[config.mk]
export PLATFORM = sky130hd
export DESIGN_NAME = smg_lerp
export DESIGN_NICKNAME = d
export VERILOG_FILES = /design/src/hdl/smg_pkg.sv /design/src/hdl/smg_lerp.sv
export SDC_FILE = /design/constraint.sdc
export NUM_CORES = 1
export LEC_CHECK = 0
export ABC_AREA = 1
export BUFFER_PORTS_ARGS = -buffer_cell sky130_fd_sc_hd__buf_2
export CORE_ASPECT_RATIO = 1.5
export CORE_MARGIN = 1
export CORE_UTILIZATION = 70
export DETAILED_ROUTE_END_ITERATION = 10
export GPL_TIMING_DRIVEN = 0
export PLACE_DENSITY = 0.88
export SKIP_LAST_GASP = 1
export SLEW_MARGIN = 20
export SYNTH_ARGS = -nofsm -noshare
export SYNTH_HDL_FRONTEND = slang
export SYNTH_SLANG_ARGS = --single-unit
[constraint.sdc]
create_clock -name vclk -period 22.4
set_input_delay 2.24 -clock vclk [all_inputs]
set_output_delay 2.24 -clock vclk [all_outputs]
set_load 0.005 [all_outputs]
[src/hdl/smg_pkg.sv]
package smg_pkg;

  localparam int unsigned SMG_SCALE_DEF = 1;
  localparam int unsigned SMG_SCALE_MAX = 255;

  localparam int unsigned EDGE_LOG2_W   = 5;
  localparam int unsigned CFG_DATA_W    = 5;
  localparam int unsigned CFG_IDX_W     = 1;
  localparam int unsigned COORD_W       = 16;
  localparam int unsigned CNT_W         = 8;

  localparam logic [EDGE_LOG2_W-1:0] EDGE_LOG2_RST = 5'd17;

  // configuration register indexes
  localparam logic [CFG_IDX_W-1:0] CFG_EDGE_LOG2 = 1'b0;
  localparam logic [CFG_IDX_W-1:0] CFG_PWR_EN    = 1'b1;

  // action codes
  localparam logic [2:0] ACT_SUB_ON   = 3'd0;
  localparam logic [2:0] ACT_SUB_OFF  = 3'd1;
  localparam logic [2:0] ACT_SENT     = 3'd2;
  localparam logic [2:0] ACT_PWR_DOWN = 3'd3;
  localparam logic [2:0] ACT_WAKE_UP  = 3'd4;
  localparam logic [2:0] ACT_START    = 3'd5;
  localparam logic [2:0] ACT_STOP     = 3'd6;

  typedef struct packed {
    logic [2:0]  action;
    logic        is_mouse_report;
    logic [31:0] timestamp_us;
  } in_item_t;

  typedef struct packed {
    logic signed [COORD_W-1:0] delta_x;
    logic signed [COORD_W-1:0] delta_y;
  } out_item_t;

  // octagon vertices, x then y, in units of scale
  function automatic logic signed [COORD_W-1:0] vert_x(input logic [2:0] idx,
                                                       input int unsigned scale);
    int v;
    case (idx)
      3'd0:    v = -50;
      3'd1:    v = -35;
      3'd2:    v = 0;
      3'd3:    v = 35;
      3'd4:    v = 50;
      3'd5:    v = 35;
      3'd6:    v = 0;
      default: v = -35;
    endcase
    return COORD_W'(v * int'(scale));
  endfunction

  function automatic logic signed [COORD_W-1:0] vert_y(input logic [2:0] idx,
                                                       input int unsigned scale);
    int v;
    case (idx)
      3'd0:    v = 0;
      3'd1:    v = -35;
      3'd2:    v = -50;
      3'd3:    v = -35;
      3'd4:    v = 0;
      3'd5:    v = 35;
      3'd6:    v = 50;
      default: v = 35;
    endcase
    return COORD_W'(v * int'(scale));
  endfunction

endpackage

[src/hdl/smg_lerp.sv]
module smg_lerp #(
  parameter int unsigned SCALE = smg_pkg::SMG_SCALE_DEF,
  parameter bit          AXIS_Y = 1'b0
) (
  input  logic [smg_pkg::EDGE_LOG2_W-1:0]    edge_log2,
  input  logic [31:0]                        t,
  output logic signed [smg_pkg::COORD_W-1:0] pos
);
  import smg_pkg::*;

  localparam int unsigned PROD_W = COORD_W + 32;

  logic [31:0]                 seg;
  logic [2:0]                  v1;
  logic [2:0]                  v2;
  logic signed [COORD_W-1:0]   p1;
  logic signed [COORD_W-1:0]   p2;
  logic signed [COORD_W-1:0]   diff;
  logic [32:0]                 mask;
  logic [30:0]                 frac;
  logic signed [PROD_W-1:0]    prod;
  logic signed [PROD_W-1:0]    biased;
  logic signed [PROD_W-1:0]    quot;

  always_comb begin
    seg  = t >> edge_log2;
    v1   = seg[2:0];
    v2   = v1 + 3'd1;
    p1   = AXIS_Y ? vert_y(v1, SCALE) : vert_x(v1, SCALE);
    p2   = AXIS_Y ? vert_y(v2, SCALE) : vert_x(v2, SCALE);
    diff = p2 - p1;
    mask = (33'd1 << edge_log2) - 33'd1;
    frac = t[30:0] & mask[30:0];
    prod = PROD_W'(diff) * $signed({{(PROD_W-31){1'b0}}, frac});
    // round toward zero: bias negative products before the arithmetic shift
    biased = prod + (prod[PROD_W-1] ? $signed({{(PROD_W-31){1'b0}}, mask[30:0]})
                                    : '0);
    quot = biased >>> edge_log2;
    pos  = p1 + quot[COORD_W-1:0];
  end

endmodule

==> impl_results.md, run 1 <==
* Outcome: complete, but fails checks
* Failing checks: design-rule violations
* Detailed Place HPWL at between 70000 and 80000 um
* Worst-margin pin slew at 1.20 ns
* Starting DRT DRC Count at around 3k
* Final antenna-violating net count at 0
* Avg WL per Cell at 23.0 um
* Required @ worst endpoint at 20.16 ns
* DR vias/cell at 6.24
* CP max FO at 13
* GRT Overall Usage at 54.8%
* Die area at 0.0345 mm^2
* GRT overflow at 0
* DIE HEIGHT at approximately 230 um
* Critical Path End Type: primary output
* RSZ-0062 raised after global routing: false
* GRT Max-Usage Layer: met2
* Hold path depth at 8
* Register area at 0 um^2
* Beginning of the worst hold path: edge_log2[4]
* Initial Utilization at 70.8%
* Period minus WS final at 22.04 ns
* Max cap viols at 0
* Worst Setup Start Kind: input port
* Tightest Hold Check Type: input port to primary output
* Cell variety after synth at 61
* Yosys warns at 0
* Boundary Pins at 53
* Sequential cell count at 0
* DP Cell Count at 4012
* GR Util met2 at 87.5%
* Final Slew Violations at 0
* Tcrit/Tclk final at 98.4%
* Met3 Track Usage GR at 20.0%
* Area of the mapped netlist at between 0.02 and 0.025 mm^2
* CORE AREA at 0.0333 mm^2
* Setup repair bufs after CTS at 0
* CP Class: input port to primary output
* Antenna violations before repair at 3
* DRC viols at 2
* Final net count at between 4k and 5k
* Synth top area share at 34.4%
* Setup crit start: edge_log2[3]
* Width of the die at 152 um
* Clkbuf count at 0
* First-pass GRT wire length at 141000 um
* Yosys top cell by area: fa_1
* Slew Limit Headroom at 20.0%
* Ratio of cells with drive above 1 in the final layout at 4.54%
* Peak Freq at 45.4 MHz
* GR Util met1 at 50.3%
* GPL Wtd Cong at 1.09
* Largest cells by area after synthesis: fa_1 (34%), inv_1 (15%), nand2_1 (12%), ha_1 (11%), nor2_1 (6.0%)
* Top cell by count, worst path: nand2_1
* Critical path's largest stage delay at 0.56 ns
* Cells after Synth at about 3.5k
* Routed WL at 92400 um
* WP data arrival at roughly 20 ns
* Setup TNS at 0 ns
* Final Hold Viols at 0
* Register area share after synthesis at 0%
* Top cells by count, synth: inv_1 (966), nand2_1 (782), fa_1 (406)
* Area grow syn2layout at 3.45%
* Top-count cell post-synth: inv_1
* Slowest cell on the critical path: fa_1
* Finished Layout Cells at 4014
* Port Buffers at 49
* # setup viols final at 0
* Largest net degree at the start of global routing at 14
* Hold Buf Count CTS at 0
* Via count at about 25k
* Syn avg cell area at between 6 and 7 um^2
* Post-CTS sizing at 0
* Drt pass-1 iters at 11
* Number of global-route vias before repair at 26.1k
* Site Rows at 82
* Fill cells at 2440
* CP endpoint: pos[13]
==> worst max-delay path: cells and delay by family <==
kind            cells  cell delay [ns]
buf+inv            17             2.97
simple gates       32             5.76
compound gates     15             3.32
fa+ha+maj          11             4.73
xor+xnor            3             0.74
==> per-stage QoR <==
step	hold WS [ns]	util, %	cell area (um^2)	setup WS [ns]
floorplan	4.87	-	23600	5.68
global placement	5.37	73.2	24400	1.81
detailed placement	5.37	73.2	24400	1.40
CTS	5.37	73.2	24400	1.34
global route	5.41	73.2	24400	0.0133
finish	5.37	73.3	24400	0.358
==> cells in the final DEF (no fill, tap or decap), drive strengths merged, types with 12 or more instances in the layout <==
cell | Yosys | routed
a21oi | 90 | 90
a31oi | 12 | 12
buf | 40 | 87
clkbuf | 29 | 31
fa | 406 | 406
ha | 204 | 204
inv | 983 | 983
nand2 | 797 | 797
nand3 | 226 | 226
nand4 | 32 | 32
nor2 | 413 | 413
nor3 | 20 | 20
o21ai | 97 | 97
o21bai | 14 | 14
o22ai | 18 | 18
xnor2 | 32 | 32
xor2 | 50 | 50
==> final cells by class <==
cell class                      count  area [um^2]  share of cell area [%]
Multi-Input combinational cell   2491        19600                    80.2
Inverter                          983         3690                    15.1
Tap cell                          420          526                    2.15
Buffer                             69          374                    1.53
Timing Repair Buffer               49          245                    1.00
Antenna cell                        2         5.00                  0.0205
==> routing by layer <==
| metal | wire length [um] | vias up | share of wire, % |
|---|---|---|---|
| met2 | 41300 | 2113 | 45 |
| met5 | 15 | - | 0.016 |
| met3 | 10300 | 1024 | 11 |
| met4 | 14000 | 2 | 15 |
| met1 | 26700 | 11298 | 29 |
| li1 | - | 10614 | - |
==> how the worst min path moves through the flow <==
| stage | to | slack [ns] |
|---|---|---|
| global placement | pos[15] | 5.37 |
| CTS | pos[15] | 5.37 |
| global route | pos[15] | 5.41 |
| floorplan | pos[15] | 4.87 |
| detailed placement | pos[15] | 5.37 |
| finish | pos[15] | 5.37 |
==> logic make-up (layout without fill, tap and decap cells) <==
logic type | Yosys count | after routing | share of synthesized area [%]
adder cells (fa/ha/maj) | 610 | 610 | 45.2
XOR/XNOR | 82 | 82 | 3.07
other | 2 | 12 | 0.0318
buffers and inverters | 1052 | 1101 | 17.2
AND/OR/NAND/NOR | 1512 | 1512 | 27.4
AO/OA/AOI/OAI | 277 | 277 | 7.00
Power of run 1 is not shown: default switching activity piles up to over one toggle a cycle in this logic, so the estimate is an artifact.
==> inputs of run 2 (changes only) <==
- ABC_AREA: 1 -> 0
==> impl_results.md, run 2 <==
* Cells after Synth at 2822 (was 3535)
* Hold EP: pos[0] (was pos[15])
* Register area at 0 um^2 (unchanged)
* Slew Limit Headroom at 18.3% (was 20.0%)
* Register area share after synthesis at 0% (unchanged)
* Tightest Hold Check Type: input port to primary output (unchanged)
* Critical path's largest stage delay at 0.64 ns (was 0.56 ns)
* Ratio of cells with drive above 1 in the final layout at 8.26% (was 4.54%)
* Final antenna-violating net count at 0 (unchanged)
* # setup viols final at 0 (unchanged)
* Detailed Place HPWL at 69600 um (was 78800 um)
* Syn avg cell area at 7.98 um^2 (was 6.68 um^2)
* Period minus WS final at 21.90 ns (was 22.04 ns)
* Worst-margin pin slew at 1.21 ns (was 1.20 ns)
* Avg WL per Cell at 24.8 um (was 23.0 um)
* Starting DRT DRC Count at 2242 (was 2913)
* Antenna violations before repair at 11 (was 3)
* WP data arrival at 19.66 ns (was 19.80 ns)
* Top cells by count, synth: inv_1 (622), fa_1 (406), nand2_1 (281) (was inv_1 (966), nand2_1 (782), fa_1 (406))
* Slowest cell on the critical path: or4_4 (was fa_1)
* Outcome: completed (was complete, but fails checks)
* Port Buffers at 50 (was 49)
* First-pass GRT wire length at 126000 um (was 141000 um)
* DP Cell Count at 3291 (was 4012)
* DRC viols at 0 (was 2)
* Number of global-route vias before repair at 22.8k (was 26.1k)
* Fill cells at 2325 (was 2440)
* Via count at 21.5k (was 25.1k)
* Critical Path End Type: primary output (unchanged)
* Cell variety after synth at 92 (was 61)
* Boundary Pins at 53 (unchanged)
* Most frequent cells in the layout: inv_1 (621), fa_1 (405), nand2_1 (278) (was inv_1 (966), nand2_1 (782), fa_1 (406))
* Drt pass-1 iters at 8 (was 11)
* Clkbuf count at 0 (unchanged)
* Hold path depth at 5 (was 8)
* Area of the mapped netlist at 0.0225 mm^2 (was 0.0236 mm^2)
* Largest net degree at the start of global routing at 12 (was 14)
* Placement Cell Area at 0.0233 mm^2 (was 0.0244 mm^2)
* Final net count at 3542 (was 4241)
* Synth top area share at 36.1% (was 34.4%)
* Most common cell after layout, fill and taps aside: inv_1 (unchanged)
* Post-synthesis compound-gate area fraction at 13.9% (was 7.00%)
* Yosys top cell by area: fa_1 (unchanged)
* Required @ worst endpoint at 20.16 ns (about the same)
* Yosys warns at 0 (unchanged)
* Xor-xnor portion of the synthesized cell area at 3.54% (was 3.07%)
* DIE HEIGHT at 222 um (was 227 um)
* DR vias/cell at 6.48 (was 6.24)
* Die area at 0.0329 mm^2 (was 0.0345 mm^2)
* Final Slew Violations at 0 (unchanged)
* Top-count cell post-synth: inv_1 (unchanged)
* Post-synthesis mux area share at 6.57% (was 0%)
* Area grow syn2layout at 5.63% (was 3.45%)
* Sequential cell count at 0 (unchanged)
* Routed WL at 82200 um (was 92400 um)
* Tcrit/Tclk final at 97.8% (was 98.4%)
* GRT overflow at 0 (unchanged)
* Peak Freq at 45.7 MHz (was 45.4 MHz)
* CORE AREA at 0.0317 mm^2 (was 0.0333 mm^2)
* Width of the die at 148 um (was 152 um)
* Max cap viols at 0 (unchanged)
* Hold Buf Count CTS at 0 (unchanged)
* Area share of fa/ha/maj cells after synthesis at 47.4% (was 45.2%)
* GRT Overall Usage at 51.3% (was 54.8%)
* Synth Area in Simple Gates at 15.7% (was 27.4%)
* Final Hold Viols at 0 (unchanged)
* Largest cells by area after synthesis: fa_1 (36%), ha_1 (11%), inv_1 (10%), nand2_1 (4.7%), nor2_1 (4.3%) (was fa_1 (34%), inv_1 (15%), nand2_1 (12%), ha_1 (11%), nor2_1 (6.0%))
* Multi-input logic area at 0.0199 mm^2 (was 0.0196 mm^2)
* Initial Utilization at 71.0% (was 70.8%)
* CP Class: input port to primary output (unchanged)
* Post-route cell area at 0.0238 mm^2 (was 0.0244 mm^2)
* Finished Layout Cells at 3316 (was 4014)
* Beginning of the worst hold path: edge_log2[4] (unchanged)
* Main combinational cell family by area after synthesis: adder cells (unchanged)
* GPL Wtd Cong at 1.05 (was 1.09)
* Site Rows at 80 (was 82)
* Worst Setup Start Kind: input port (unchanged)
* CP max FO at 10 (was 13)
run 2: cell types whose count changed after synthesis, moves of 38 or more:
| cell | delta |
|---|---|
| a21oi_1 | +38 |
| clkbuf_1 | +53 |
| inv_1 | -344 |
| mux2i_1 | +68 |
| nand2_1 | -501 |
| nand3_1 | -188 |
| nor2_1 | -122 |
run 2: repair_timing:
| item | in CTS | in global routing |
|---|---|---|
| resized for setup | 44 | 53 |
| gates cloned | 0 | 0 |
| setup endpoints to repair | 16 | 8 |
| setup buffers | 5 | 11 |
| endpoints found under the hold margin | 0 | 0 |
| pin swaps | 5 | 15 |
run 2: critical path, delay by kind of cell:
| kind | cells | cell delay (ns) |
|---|---|---|
| muxes | 1 | 0.25 |
| buffers and inverters | 15 | 2.77 |
| AOI/OAI and AO/OA | 29 | 6.31 |
| adders and majority gates | 11 | 4.75 |
| and+or+nand+nor | 10 | 2.58 |
| xor gates and xnor gates | 4 | 0.72 |
run 2: worst max path at each step:
stage,start,endpoint,slack [ns]
floorplan,edge_log2[1],pos[14],1.91
global placement,edge_log2[1],pos[14],-2.85
detailed placement,edge_log2[1],pos[14],-3.13
CTS,edge_log2[0],pos[14],0.02
global route,edge_log2[0],pos[14],-0.08
finish,edge_log2[1],pos[15],0.50
run 2: stage by stage:
step	TNS [ns]	util (%)	hold slack, ns	setup WS [ns]
3_3_place_gp	-23.61	73.5	5.46	-2.85
3_5_place_dp	-26.21	73.5	5.47	-3.13
6_report	0	74.9	5.58	0.495
5_1_grt	-0.119	74.9	5.61	-0.0768
4_1_cts	0	74.1	5.53	0.0247
2_1_floorplan	0	-	5.07	1.91
run 2: final cells by class:
type,count,share of cell area (%)
multi-input combinational,2082,83.8
antenna,13,0.137
tap,410,2.16
buffer,116,2.37
timing repair buffer,68,1.67
inverter,627,9.90
run 2: per-layer routing:
metal  vias up  GRT usage [%]  share of wire, %
met5         -              0              0.11
met4        14           48.6                12
met3       599           17.0                11
met2      1483           82.2                47
met1     10189           51.8                31
li1       9187              -                 -
run 2: cell families after synthesis:
kind of cell | Yosys count
AOI/OAI and AO/OA | 478
and+or+nand+nor | 778
xor gates and xnor gates | 91
other | 2
adders and majority gates | 610
muxes | 115
buffers and inverters | 748
